$ cat src/cii_pkg.sv
// ----------------------------------------------------------------------------
// cii_pkg
// shared types and constants of the complex image interpolator
// ----------------------------------------------------------------------------
package cii_pkg;

  localparam int unsigned SAMPLE_W = 16;
  localparam int unsigned COORD_W  = 19;
  localparam int unsigned INDEX_W  = 16;
  localparam int unsigned DIM_W    = 9;
  localparam int unsigned PIXEL_W  = 32;

  localparam logic OP_WRITE = 1'b0;
  localparam logic OP_QUERY = 1'b1;

  localparam logic MODE_NEAREST  = 1'b0;
  localparam logic MODE_BILINEAR = 1'b1;

  localparam logic [1:0] REG_MODE   = 2'd0;
  localparam logic [1:0] REG_WIDTH  = 2'd1;
  localparam logic [1:0] REG_HEIGHT = 2'd2;

  typedef struct packed {
    logic                    is_write;
    logic                    outside;
    logic [INDEX_W-1:0]      addr;
    logic [PIXEL_W-1:0]      wdata;
  } cii_cmd_t;

endpackage

$ cat src/cii_front.sv
// ----------------------------------------------------------------------------
// cii_front
// accepts items, rounds or floors the coordinate and computes the store address
// ----------------------------------------------------------------------------
module cii_front #(
  parameter int unsigned FRAC_BITS = 10
) (
  input  logic                            clk,
  input  logic                            rst_n,
  input  logic                            in_valid,
  output logic                            in_ready,
  input  logic                            in_op,
  input  logic [cii_pkg::INDEX_W-1:0]     in_pixel_index,
  input  logic signed [cii_pkg::SAMPLE_W-1:0] in_sample_real,
  input  logic signed [cii_pkg::SAMPLE_W-1:0] in_sample_imag,
  input  logic signed [cii_pkg::COORD_W-1:0]  in_coord_x,
  input  logic signed [cii_pkg::COORD_W-1:0]  in_coord_y,
  input  logic [cii_pkg::DIM_W-1:0]       width,
  input  logic [cii_pkg::DIM_W-1:0]       height,
  input  logic                            mode,
  output logic                            cmd_valid,
  input  logic                            cmd_ready,
  output cii_pkg::cii_cmd_t               cmd,
  output logic [FRAC_BITS-1:0]            cmd_dr,
  output logic [FRAC_BITS-1:0]            cmd_da,
  output logic                            cmd_bilinear
);
  import cii_pkg::*;

  localparam int unsigned IW = COORD_W - FRAC_BITS + 1;
  localparam logic signed [COORD_W:0] HALF = (COORD_W+1)'(1) <<< (FRAC_BITS - 1);

  logic signed [COORD_W:0] xs, ys;
  logic signed [IW-1:0] ci, ri;
  logic signed [IW+1:0] lim_w, lim_h;
  logic out_n;
  logic [IW+DIM_W:0] prod;
  logic valid_r;
  cii_cmd_t cmd_r, cmd_nxt;
  logic [FRAC_BITS-1:0] dr_r, da_r;
  logic bil_r;

  assign in_ready = !valid_r || cmd_ready;

  always_comb begin
    xs = {in_coord_x[COORD_W-1], in_coord_x};
    ys = {in_coord_y[COORD_W-1], in_coord_y};
    if (mode == MODE_NEAREST) begin
      xs = xs + HALF;
      ys = ys + HALF;
      // truncate toward zero: values of -1 and below stay negative, values between -1 and 0 become 0
      ci = xs[COORD_W:FRAC_BITS];
      ri = ys[COORD_W:FRAC_BITS];
      if (xs < 0 && xs[FRAC_BITS-1:0] != '0) ci = ci + IW'(1);
      if (ys < 0 && ys[FRAC_BITS-1:0] != '0) ri = ri + IW'(1);
      lim_w = (IW+2)'(width);
      lim_h = (IW+2)'(height);
    end else begin
      ci = xs[COORD_W:FRAC_BITS];
      ri = ys[COORD_W:FRAC_BITS];
      lim_w = (IW+2)'(width) - (IW+2)'(1);
      lim_h = (IW+2)'(height) - (IW+2)'(1);
    end
    out_n = ci[IW-1] || ri[IW-1] || ((IW+2)'(ci) >= lim_w) || ((IW+2)'(ri) >= lim_h);
    prod = (IW+DIM_W+1)'(ri[IW-2:0]) * (IW+DIM_W+1)'(width) + (IW+DIM_W+1)'(ci[IW-2:0]);
    cmd_nxt.is_write = (in_op == OP_WRITE);
    cmd_nxt.outside  = out_n;
    cmd_nxt.addr     = (in_op == OP_WRITE) ? in_pixel_index : prod[INDEX_W-1:0];
    cmd_nxt.wdata    = {in_sample_imag, in_sample_real};
  end

  always_ff @(posedge clk) begin
    if (!rst_n) begin
      valid_r <= 1'b0;
    end else if (in_ready) begin
      valid_r <= in_valid;
    end
    if (in_ready && in_valid) begin
      cmd_r <= cmd_nxt;
      dr_r  <= in_coord_x[FRAC_BITS-1:0];
      da_r  <= in_coord_y[FRAC_BITS-1:0];
      bil_r <= (mode == MODE_BILINEAR);
    end
  end

  assign cmd_valid    = valid_r;
  assign cmd          = cmd_r;
  assign cmd_dr       = dr_r;
  assign cmd_da       = da_r;
  assign cmd_bilinear = bil_r;

endmodule

$ cat config.mk
export PLATFORM = sky130hd
export DESIGN_NAME = cii_front
export DESIGN_NICKNAME = d
export VERILOG_FILES = /design/src/cii_pkg.sv /design/src/cii_front.sv
export SDC_FILE = /design/constraint.sdc
export NUM_CORES = 1
export LEC_CHECK = 0
export BUFFER_PORTS_ARGS = -buffer_cell sky130_fd_sc_hd__buf_2
export CORE_MARGIN = 3
export CORE_UTILIZATION = 25
export DETAILED_ROUTE_END_ITERATION = 10
export PLACE_DENSITY = 0.54
export SYNTH_ARGS = -nofsm -noshare
export SYNTH_HDL_FRONTEND = slang
export SYNTH_SLANG_ARGS = --single-unit
$ cat constraint.sdc
create_clock -name clk -period 11.5 [get_ports clk]
set_clock_uncertainty 0.15 [all_clocks]
set_input_delay 2.3 -clock clk [delete_from_list [all_inputs] [get_ports clk]]
set_output_delay 2.3 -clock clk [all_outputs]
set_load 0.03 [all_outputs]
# Word level (Yosys, flattened, before mapping)
# Cells that the tools add are included.
dict set report word_totals {
  register_bits 72
  output_inout_bits 73
  word_cells 38
}
dict set report op_classes {
  n_addsub 7
  n_mul 1
  n_lt_le_gt_ge 4
  n_mux 7
  bitwise_logic 1
  reduce_logical 10
}
# cell n
set op_table {}
lappend op_table {{19-bit by 11-bit adder with 20-bit output, second input constant} 2}
lappend op_table {{20-bit by 1-bit less-than comparator with 1-bit output, second input constant} 2}
lappend op_table {{10-bit 2-to-1 mux} 4}
lappend op_table {{10-bit by 12-bit greater-or-equal comparator with 1-bit output} 2}
lappend op_table {{12-bit 2-to-1 mux} 2}
lappend op_table {{10-bit by 2-bit adder with 10-bit output, second input constant} 2}
lappend op_table {{10-bit nonzero test} 2}
lappend op_table {{9-bit by 1-bit subtractor with 10-bit output, second input constant} 2}
lappend op_table {{16-bit by 9-bit adder with 16-bit output} 1}
lappend op_table {{9-bit by 9-bit multiplier with 16-bit output} 1}
lappend op_table {{16-bit 2-to-1 mux} 1}
lappend op_table {{1-bit logical OR} 4}
lappend op_table {{1-bit logical AND} 3}
lappend op_table {{1-bit zero test} 1}
lappend op_table {{1-bit NOT} 1}

# Depth between registers and ports, before layout
# Gate-level depths: netlist of run 1.
dict set report depth {
  word_depth 8
  depth_mapped 28
  ltp_nobuf 27
}

# Worst setup path before layout of run 1
# OpenSTA, ideal clock, no wires.
dict set report synth_path {
  path_type {input port to flip-flop}
  start {input in_coord_y[9] (netlist name)}
  end {register cmd_r, in the netlist cmd[45] (data pin)}
  setup_time_ps 260
  arrival_ps 8285
  t_required_ps 11090
  setup_slack_ps 2805
  stages 23
  path_buffers 1
  path_cell_list {ha_1 buf_6 xor2_1 ha_1 inv_1 nor4_2 o21ai_1 xnor2_1 nand2_1 fa_1 inv_1 fa_1 fa_1 fa_1 inv_1 fa_1 inv_1 ha_1 o41ai_1 o31ai_1 or2_2 xor2_1 mux2_2}
}
# item line_no
set synth_lines {}
lappend synth_lines {{start: declaration} cii_front.sv:17} ;# input logic signed [cii_pkg::COORD_W-1:0] in_coord_y,
lappend synth_lines {{end signal: assignment} cii_front.sv:79} ;# cmd_r <= cmd_nxt;
lappend synth_lines {{end: declaration} cii_front.sv:39} ;# cii_cmd_t cmd_r, cmd_nxt;

==> results of run 1 <==
## worst paths after layout
path | from | to | slack, ns
max reg2reg | cmd_valid | cmd[48] | 9.72
min reg2reg | cmd_valid | cmd_valid | 0.39
min | cmd_valid | cmd_valid | 0.39
max | in_coord_y[9] | cmd[47] | 2.21
## registers in the layout, indices dropped and copies added (netlist names)
| name | cells |
|---|---|
| cmd_bilinear | 1 |
| cmd_dr | 10 |
| cmd | 50 |
| cmd_valid | 1 |
| cmd_da | 10 |
## final cells by class
cell class / instances / area, µm²
multi-input combinational: 502 / 4430
clock inverter: 7 / 62.6
clock buffer: 9 / 225
sequential: 72 / 2150
tap: 372 / 465
timing repair buffer: 182 / 911
fill: 2829 / 18600
inverter: 69 / 259
## power by group through the flow
| stage | sequential (µW) | clock (µW) | combinational (µW) |
|---|---|---|---|
| 2_1_floorplan | 438 | 0 | 692 |
| 3_3_place_gp | 362 | 0 | 1020 |
| 3_5_place_dp | 362 | 0 | 1020 |
| 4_1_cts | 357 | 285 | 1030 |
| 5_1_grt | 360 | 295 | 1150 |
| 6_report | 356 | 274 | 986 |
## stage by stage
step           instances  setup slack [ns]  instance area, µm²
2_1_floorplan        662              2.80                6940
3_3_place_gp        1197              1.89                8220
3_5_place_dp        1197              1.82                8220
4_1_cts             1213              2.17                8500
5_1_grt             1213              1.64                8500
6_report            1213              2.21                8500
## worst reg2reg max path, delay by kind of cell, from the launching register on
family / cells / cell delay [ns]
AND/OR/NAND/NOR: 2 / 0.87
flip-flops: 1 / 0.31
## cell usage after synthesis (3+ instances only)
cell,n,share of area [%]
o21a_1,12,1.3
o21ai_0,13,0.94
fa_1,54,16
ha_1,70,13
o31a_1,3,0.38
nor4_1,7,0.63
and2_1,39,3.5
xnor2_1,35,4.4
buf_6,3,0.49
or2_2,5,0.45
and3_1,5,0.45
a21oi_1,14,1.0
xor2_1,21,2.7
edfxtp_1,71,31
nor2b_1,22,2.0
nor2_1,39,2.1
mux2_2,12,1.9
or3_1,3,0.27
nor3_1,9,0.65
nand2_1,48,2.6
nand2b_1,13,1.2
clkbuf_1,13,0.70
a31oi_1,3,0.27
o21bai_1,4,0.43
nand3_1,13,0.94
inv_1,69,3.7
nand4_1,8,0.72
nand3b_1,6,0.65
## kinds of logic after synthesis
kind of cell,Yosys count
XOR/XNOR,59
adder cells (fa/ha/maj),124
flip-flops,72
multiplexers,14
AO/OA/AOI/OAI,73
AND/OR/NAND/NOR,232
buffers and inverters,88
## per-layer routing
layer	vias to the layer above	track usage [%]	part of all wire, %
met1	2543	14.6	44
met4	0	2.26	1.1
met2	124	21.0	50
li1	2625	-	-
met3	10	2.11	4.6
met5	-	0	0
## cell usage in the layout (no fill, tap or decap), types with 14 or more instances in the layout
master,instances
and2_1,38
nand2_1,48
ha_1,70
fa_1,54
a21oi_1,14
xor2_1,21
nor2_1,39
buf_2,182
xnor2_1,35
edfxtp_1,71
nor2b_1,22
inv_1,69
==> run_results.csv, run 1 <==
group,metric,value,unit
clocking,ctsResizeCount,0,
timing,fin_crit,9.29,ns
synth,synth-edff-count,71,
pwr,p_per_area,190,nW/µm²
layout,synthToLayoutAreaGrowth,22.6,%
synth,synthArstFlopShare,0,%
timing,rsz0062_at_grt,"false",
clocking,cts_hold_buf,0,
timing,setup_viol,0,
routing,drtIter0Drc,233,
synth,postSynthAreaPerCell,10.5,µm²
pwr,swShare,41.9,%
worst_setup_path,cp_common_cell,"fa_1",
status,status,"finished, final reports clean",
die,core,27100,µm²
synth,ys_warn_count,0,
synth,synth_top_family_by_area,"adder cells",
die,io_pins,183,
synth,synth_ff_type,"edfxtp_1",
clocking,cts_setup_buffers,0,
routing,wl,17.0,mm
worst_setup_path,worstPathArrival,9.23,ns
timing,maxSlewViolCount,0,
clocking,clock-root-buffer,"clkbuf_16",
pwr,clkPwrFrac,17.0,%
synth,ys_seq_area_share,31.0,%
routing,postRouteAntennaNets,0,
synth,synth_fp_nets,896,
run,drv_cap,0,
synth,yosys.area_share.xor_xnor,7.77,%
routing,post_drt_wl_per_cell,14.0,µm
grt,grt_pass1_wl,28.4,mm
timing,hold_viol,0,
worst_setup_path,endpoint_kind,"flop",
die,initial_core_util,25.6,%
die,die_h,173,µm
grt,grt_max_degree,72,
routing,drt_pre_antenna_iters,4,
worst_setup_path,cp_top_family,"adder cells",
synth,ys_types,65,
worst_setup_path,critical_path_depth,23,
pwr,p_leak,0.00375,µW
worst_setup_path,critical_path.max_stage_delay,0.66,ns
pwr,pwr-share-comb,61.0,%
timing,holdWs,0.387,ns
clocking,cts_buffers,9,
hold_path,hold_class,"flop to flop",
clocking,clk_pin_slew,0.06,ns
grt,grt.total_usage,11.6,%
clocking,cts_sinks,72,
synth,synth_adder_area_share,28.2,%
worst_setup_path,cp_cell_sequence,"buf_2 -> ha_1 -> nand4_1 -> or2_1 -> nand3_1 -> nor4_2 -> o21ai_1 -> xnor2_1 -> nand2_1 -> fa_1 -> inv_1 -> fa_1 -> fa_1 -> fa_1 -> inv_1 -> fa_1 -> inv_1 -> ha_1 -> o41ai_1 -> o31ai_1 -> o41ai_1 -> xnor2_1 -> mux2_4",
timing,max_freq,108,MHz
layout,drive_gt1_share,26.9,%
hold_path,min_path_cells,2,
timing,tightest_slew,1.02,ns
placed_design,hpwl,14.0,mm
worst_setup_path,critPathKind,"input port to flop",
pwr,power,1620,µW
worst_setup_path,startpoint_type,"input port",
synth,netlist_area,6940,µm²
synth,synth-simple-area-share,18.2,%
pwr,ir_worst_vdd,0.000124,V
timing,finalCritPeriodShare,80.7,%
layout,num_antenna_cells,0,
placed_design,place.gp.congestion,0.813,
worst_setup_path,cp_max_fo,13,
clocking,clk_latency,0.33,ns
clocking,cts_max_path_buffers,2,
synth,synth-seq-cells,72,
pwr,p_int,939,µW
timing,max_slew_margin,31.6,%
synth,synth_compound_area_share,7.31,%
die,die_area,29800,µm²
timing,setup_tns,0,ns
layout,fin_nets,1070,
clocking,htree_levels,3,
synth,synth_mux_area_share,2.31,%
worst_setup_path,path_buf_inv,4,
clocking,cts_tree,"done",
synth,synthCells,662,
routing,vias,5302,
layout,final_core_util,31.4,%
die,fp-row-count,60,
grt,gr-total-overflow,0,
pwr,p_switching,678,µW
worst_setup_path,r2r_cells,2,
pwr,p_seq_share,22.0,%
grt,antenna_found_initial,0,
worst_setup_path,cpMaxStageDelayCell,"xnor2_1",
grt,grt_pass1_vias,5512,
worst_setup_path,cp.required,11.44,ns
routing,drc,0,
routing,via_per_inst,4.37,
placed_design,portBuffers,182,
die,die_x,173,µm
No activity file was read; power rests on OpenSTA's default activity.
==> inputs of run 2 (changes only) <==
ABC_AREA = 1   (was not set)
PLACE_DENSITY = 0.55   (was 0.54)
clock period = 7.9 ns   (was 11.5 ns; I/O delays follow)
==> run 2 against run 1 <==
Against the previous run:
- largest power group unchanged
- clock-buffer cell count unchanged
- combinational power up 64%
- non-clock buffer count up 21
- die area up 0.85%
- final area up 3.5%
- synthesized cell count up 24%
- first-iteration DRC count up 33%
- largest cell class unchanged
==> run_results.csv, run 2 <==
group,metric,value,unit
hold_path,min_from,"cmd_valid",
worst_setup_path,cpMaxStageDelayCell,"fa_1",
timing,max_slew_margin,47.0,%
pwr,p_leak,0.00438,µW
synth,ys_top_cells_by_count,"nand2_1, inv_1, nor2_1",
timing,max_freq,135,MHz
grt,gr-total-overflow,0,
hold_path,hold_class,"flop to flop",
hold_path,min_path_cells,2,
routing,vias,6047,
layout,final_cell_mix,"buf_2, nand2_1, inv_1, nor2_1, edfxtp_1",
synth,synth-seq-cells,72,
worst_setup_path,worst_r2r_endpoint,"cmd[39]",
timing,finalCritPeriodShare,93.7,%
timing,tightest_slew,0.795,ns
routing,wl,18.4,mm
worst_setup_path,cp_max_fo,6,
worst_setup_path,cp.required,7.80,ns
layout,fin_cells,1400,
synth,postSynthAreaPerCell,8.50,µm²
routing,via_per_inst,4.32,
grt,grt.total_usage,12.4,%
placed_design,hpwl,15.5,mm
clocking,cts_setup_buffers,0,
routing,drc,0,
clocking,cts_tree,"done",
layout,mostFrequentLayoutCell,"buf_2",
synth,synthArstFlopShare,0,%
timing,maxSlewViolCount,0,
pwr,p_per_area,292,nW/µm²
die,initial_core_util,25.7,%
pwr,ir_worst_vdd,0.000195,V
placed_design,portBuffers,182,
clocking,cts_max_path_buffers,2,
worst_setup_path,critical_path.max_stage_delay,0.53,ns
routing,drtIter0Drc,311,
die,core,27300,µm²
grt,antenna_found_initial,1,
placed_design,dp_cells,1384,
timing,hold_viol,0,
die,die_h,173,µm
synth,synthTopCellsByArea,"edfxtp_1, fa_1, ha_1, nand2_1, inv_1",
timing,rsz0062_at_grt,"false",
layout,largest_reg_flops,50,
worst_setup_path,r2r_start,"cmd_valid",
worst_setup_path,endpoint_kind,"flop",
status,status,"finished, final reports clean",
layout,drive_gt1_share,24.1,%
synth,ys_types,42,
die,die_area,30000,µm²
timing,fin_crit,7.40,ns
worst_setup_path,critPathKind,"input port to flop",
grt,grt_max_degree,60,
clocking,htree_levels,3,
layout,fin_nets,1257,
clocking,clk_pin_slew,0.06,ns
grt,grt_pass1_wl,30.5,mm
synth,synth_ff_type,"edfxtp_1",
synth,ys_seq_area_share,30.8,%
die,die_x,173,µm
synth,netlist_area,7000,µm²
clocking,clock-root-buffer,"clkbuf_16",
worst_setup_path,cp_common_cell,"inv_1",
timing,setup_viol,0,
layout,final_core_util,32.3,%
layout,synthToLayoutAreaGrowth,25.8,%
grt,grt_pass1_vias,6050,
routing,post_drt_wl_per_cell,13.1,µm
synth,synth_top_area_share,30.5,%
clocking,cts_sinks,72,
worst_setup_path,startpoint_type,"input port",
run,drv_cap,0,
synth,synth.most_common_cell,"nand2_1",
routing,drt_pre_antenna_iters,4,
die,fp-row-count,60,
synth,yosys.area.top_type,"edfxtp_1",
hold_path,holdPathEnd,"cmd_valid",
placed_design,place.gp.congestion,0.831,
synth,synth-edff-count,71,
synth,synth_fp_nets,1057,
synth,synthCells,823,
routing,postRouteAntennaNets,0,
synth,ys_warn_count,0,
worst_setup_path,reg2reg_slack,5.86,ns
worst_setup_path,worstPathArrival,7.31,ns
clocking,clk_latency,0.33,ns
timing,setup_tns,0,ns
die,io_pins,183,
worst_setup_path,r2r_cells,2,
clocking,cts_buffers,9,
## run 2: cell families (layout without fill, tap and decap cells)
group / Yosys count / in the layout / share of synthesized area (%)
AND/OR/NAND/NOR: 351 / 351 / 21.7
adder cells (fa/ha/maj): 124 / 124 / 28.0
buffers and inverters: 158 / 362 / 8.56
AO/OA/AOI/OAI: 84 / 84 / 6.69
other: 0 / 1 / 0
flip-flops: 72 / 72 / 30.8
XOR/XNOR: 34 / 34 / 4.36
## run 2: cell type report
type	count	area [µm²]
inverter	144	541
multi-input combinational	593	4260
fill	2908	18400
antenna	1	2.50
clock inverter	6	85.1
timing repair buffer	203	1070
tap	372	465
clock buffer	9	225
sequential	72	2150
## run 2: critical path, delay by kind of cell
kind / cells / cell delay (ns)
fa+ha+maj: 8 / 3.35
simple gates: 9 / 0.82
compound gates: 6 / 0.68
buf+inv: 8 / 0.50
xor+xnor: 2 / 0.37
## run 2: routing by layer
metal	wire, µm	GRT usage (%)
met1	8010	15.6
met5	0	0
met4	224	3.14
met2	9150	21.8
met3	995	2.54
## run 2: worst max path at each step
stage	cells after the start	end	start	slack, ns
final	33	cmd[46]	in_coord_y[9]	0.50
after global routing	33	cmd[46]	in_coord_y[9]	0.008
after CTS	31	cmd[42]	in_coord_y[9]	0.39
after detailed placement	33	cmd[46]	in_coord_y[9]	0.02
after global placement	33	cmd[46]	in_coord_y[9]	0.07
after floorplan	30	cmd[42]	in_coord_y[9]	0.49
## run 2: power by group
part | internal, µW | switching (µW)
logic | 640 | 980
clock network | 274 | 158
registers | 504 | 11.4
## run 2: through the flow
step | setup WS (ns) | instance area (µm²) | power [µW] | hold slack [ns]
after floorplan | 0.488 | 7000 | 1730 | 0.711
after global placement | 0.0716 | 8480 | 2170 | 0.378
after detailed placement | 0.0155 | 8480 | 2170 | 0.392
after CTS | 0.391 | 8790 | 2630 | 0.401
after global routing | 0.00771 | 8800 | 2900 | 0.427
final | 0.496 | 8800 | 2570 | 0.400
## run 2: what timing repair did
item                       in CTS  in global routing
setup endpoints to repair       0                  4
resized for setup               0                  4
hold buffers                    0                  0
==> inputs of run 3 (changes only) <==
ABC_AREA = not set   (was 1)
==> run 3 against run 2 <==
Against the previous run:
- sequential power rose by 0.8%
- final area rose by 3.4%
- via count fell by 8.4%
- register-to-register slack improved by 0.28 ns
- critical endpoint is now cmd[47]
==> run_results.csv, run 3 (synthesis results as in run 1) <==
group,metric,value,unit
status,status,"finished, final reports clean",
worst_setup_path,reg2reg_slack,6.14,ns
worst_setup_path,endpoint,"cmd[47]",
die,die_area,29800,µm²
die,die_h,173,µm
worst_setup_path,cp_common_cell,"fa_1",
routing,drc,0,
clocking,clk_latency,0.33,ns
grt,grt.total_usage,12.1,%
hold_path,hold_class,"flop to flop",
worst_setup_path,cp.required,7.84,ns
pwr,p_per_area,293,nW/µm²
layout,largest_reg_flops,50,
routing,postRouteAntennaNets,0,
layout,design_area,9110,µm²
worst_setup_path,cp_max_fo,7,
worst_setup_path,worstPathArrival,7.56,ns
die,core,27100,µm²
timing,setup_tns,0,ns
die,die_x,173,µm
worst_setup_path,critPathKind,"input port to flop",
clocking,clock-root-buffer,"clkbuf_16",
worst_setup_path,r2r_start,"cmd_valid",
worst_setup_path,r2r_cells,2,
routing,wl,17.8,mm
worst_setup_path,cpMaxStageDelayCell,"fa_1",
clocking,htree_levels,3,
timing,finalCritPeriodShare,96.4,%
worst_setup_path,worst_r2r_endpoint,"cmd_da[8]",
clocking,clk_pin_slew,0.06,ns
worst_setup_path,startpoint_type,"input port",
placed_design,dp_worst_setup_slack,-0.290,ns
timing,hold_viol,0,
timing,setup_viol,0,
worst_setup_path,critical_path.max_stage_delay,0.54,ns
timing,maxSlewViolCount,0,
layout,synthToLayoutAreaGrowth,31.3,%
hold_path,min_from,"cmd_valid",
timing,tightest_slew,0.963,ns
hold_path,min_path_cells,2,
placed_design,place_area,8690,µm²
routing,drtIter0Drc,263,
die,io_pins,183,
worst_setup_path,crit_start,"in_coord_y[9]",
clocking,cts_tree,"done",
clocking,cts_max_path_buffers,2,
timing,max_freq,131,MHz
clocking,cts_buffers,9,
worst_setup_path,endpoint_kind,"flop",
timing,layout_setup_ws,0.283,ns
routing,drt_pre_antenna_iters,4,
placed_design,hpwl,14.7,mm
run,drv_cap,0,
pwr,power,2670,µW
die,initial_core_util,25.6,%
grt,grt_max_degree,72,
layout,drive_gt1_share,34.1,%
placed_design,portBuffers,182,
layout,final_cell_mix,"buf_2, edfxtp_1, inv_1, ha_1, buf_4",
routing,vias,5540,
timing,max_slew_margin,35.8,%
grt,grt_pass1_vias,5634,
clocking,cts_sinks,72,
timing,fin_crit,7.62,ns
pwr,p_leak,0.00409,µW
grt,grt_pass1_wl,29.3,mm
layout,mostFrequentLayoutCell,"buf_2",
grt,antenna_found_initial,2,
layout,fin_nets,1132,
die,fp-row-count,60,
routing,via_per_inst,4.34,
pwr,ir_worst_vdd,0.000259,V
routing,post_drt_wl_per_cell,13.9,µm
placed_design,place.gp.congestion,0.848,
grt,gr-total-overflow,0,
-- run 3: cell count changes in the layout (fill, tap and decap cells not counted), moves of 17 or more --
cell and change:
nor2b_1 +22, and2_1 +37, o21ai_0 -20, xnor2_1 +27
nor2_1 -67, inv_1 -70, buf_4 +40, nand3_1 -17
nand2_1 -119
-- run 3: routing by layer --
| metal | GRT usage, % | part of all wire [%] | up-vias |
|---|---|---|---|
| li1 | - | - | 2746 |
| met1 | 15.6 | 44 | 2634 |
| met2 | 20.5 | 50 | 140 |
| met3 | 2.22 | 4.6 | 20 |
| met4 | 4.12 | 1.7 | 0 |
| met5 | 0 | 0 | - |
-- run 3: cell type report --
class / instances / area, µm²
clock inverter: 7 / 62.6
inverter: 69 / 259
antenna: 2 / 5.00
timing repair buffer: 244 / 1390
multi-input combinational: 502 / 4550
tap: 372 / 465
fill: 2783 / 18000
clock buffer: 9 / 225
sequential: 72 / 2150
-- run 3: through the flow --
stage          utilization (%)  hold slack, ns  instances
2_1_floorplan                -           0.735        662
6_report                  33.6           0.378       1277
3_5_place_dp              32.0           0.374       1255
3_3_place_gp              32.0           0.368       1255
5_1_grt                   33.6           0.428       1277
4_1_cts                   33.1           0.383       1271
-- run 3: worst min path at each step --
stage,to,slack [ns]
floorplan,cmd_valid,0.73
global placement,cmd_valid,0.37
detailed placement,cmd_valid,0.37
CTS,cmd_valid,0.38
global route,cmd_valid,0.43
finish,cmd_valid,0.38
-- run 3: what timing repair did --
action / in CTS / in global routing
hold endpoints to repair: 0 / 0
setup buffers: 0 / 4
setup endpoints to repair: 0 / 8
hold buffers: 0 / 0
resized for setup: 0 / 21
-- run 3: report_power, final --
part	internal (µW)	switching (µW)
Sequential	509	10.6
Clock	241	161
Combinational	838	908
-- run 3: worst max-delay path, delay by kind of cell --
kind	cells	cell delay (ns)
adders and majority gates	7	3.03
and+or+nand+nor	6	0.90
AOI/OAI and AO/OA	6	0.89
buffers and inverters	6	0.60
xor gates and xnor gates	2	0.29
muxes	1	0.26
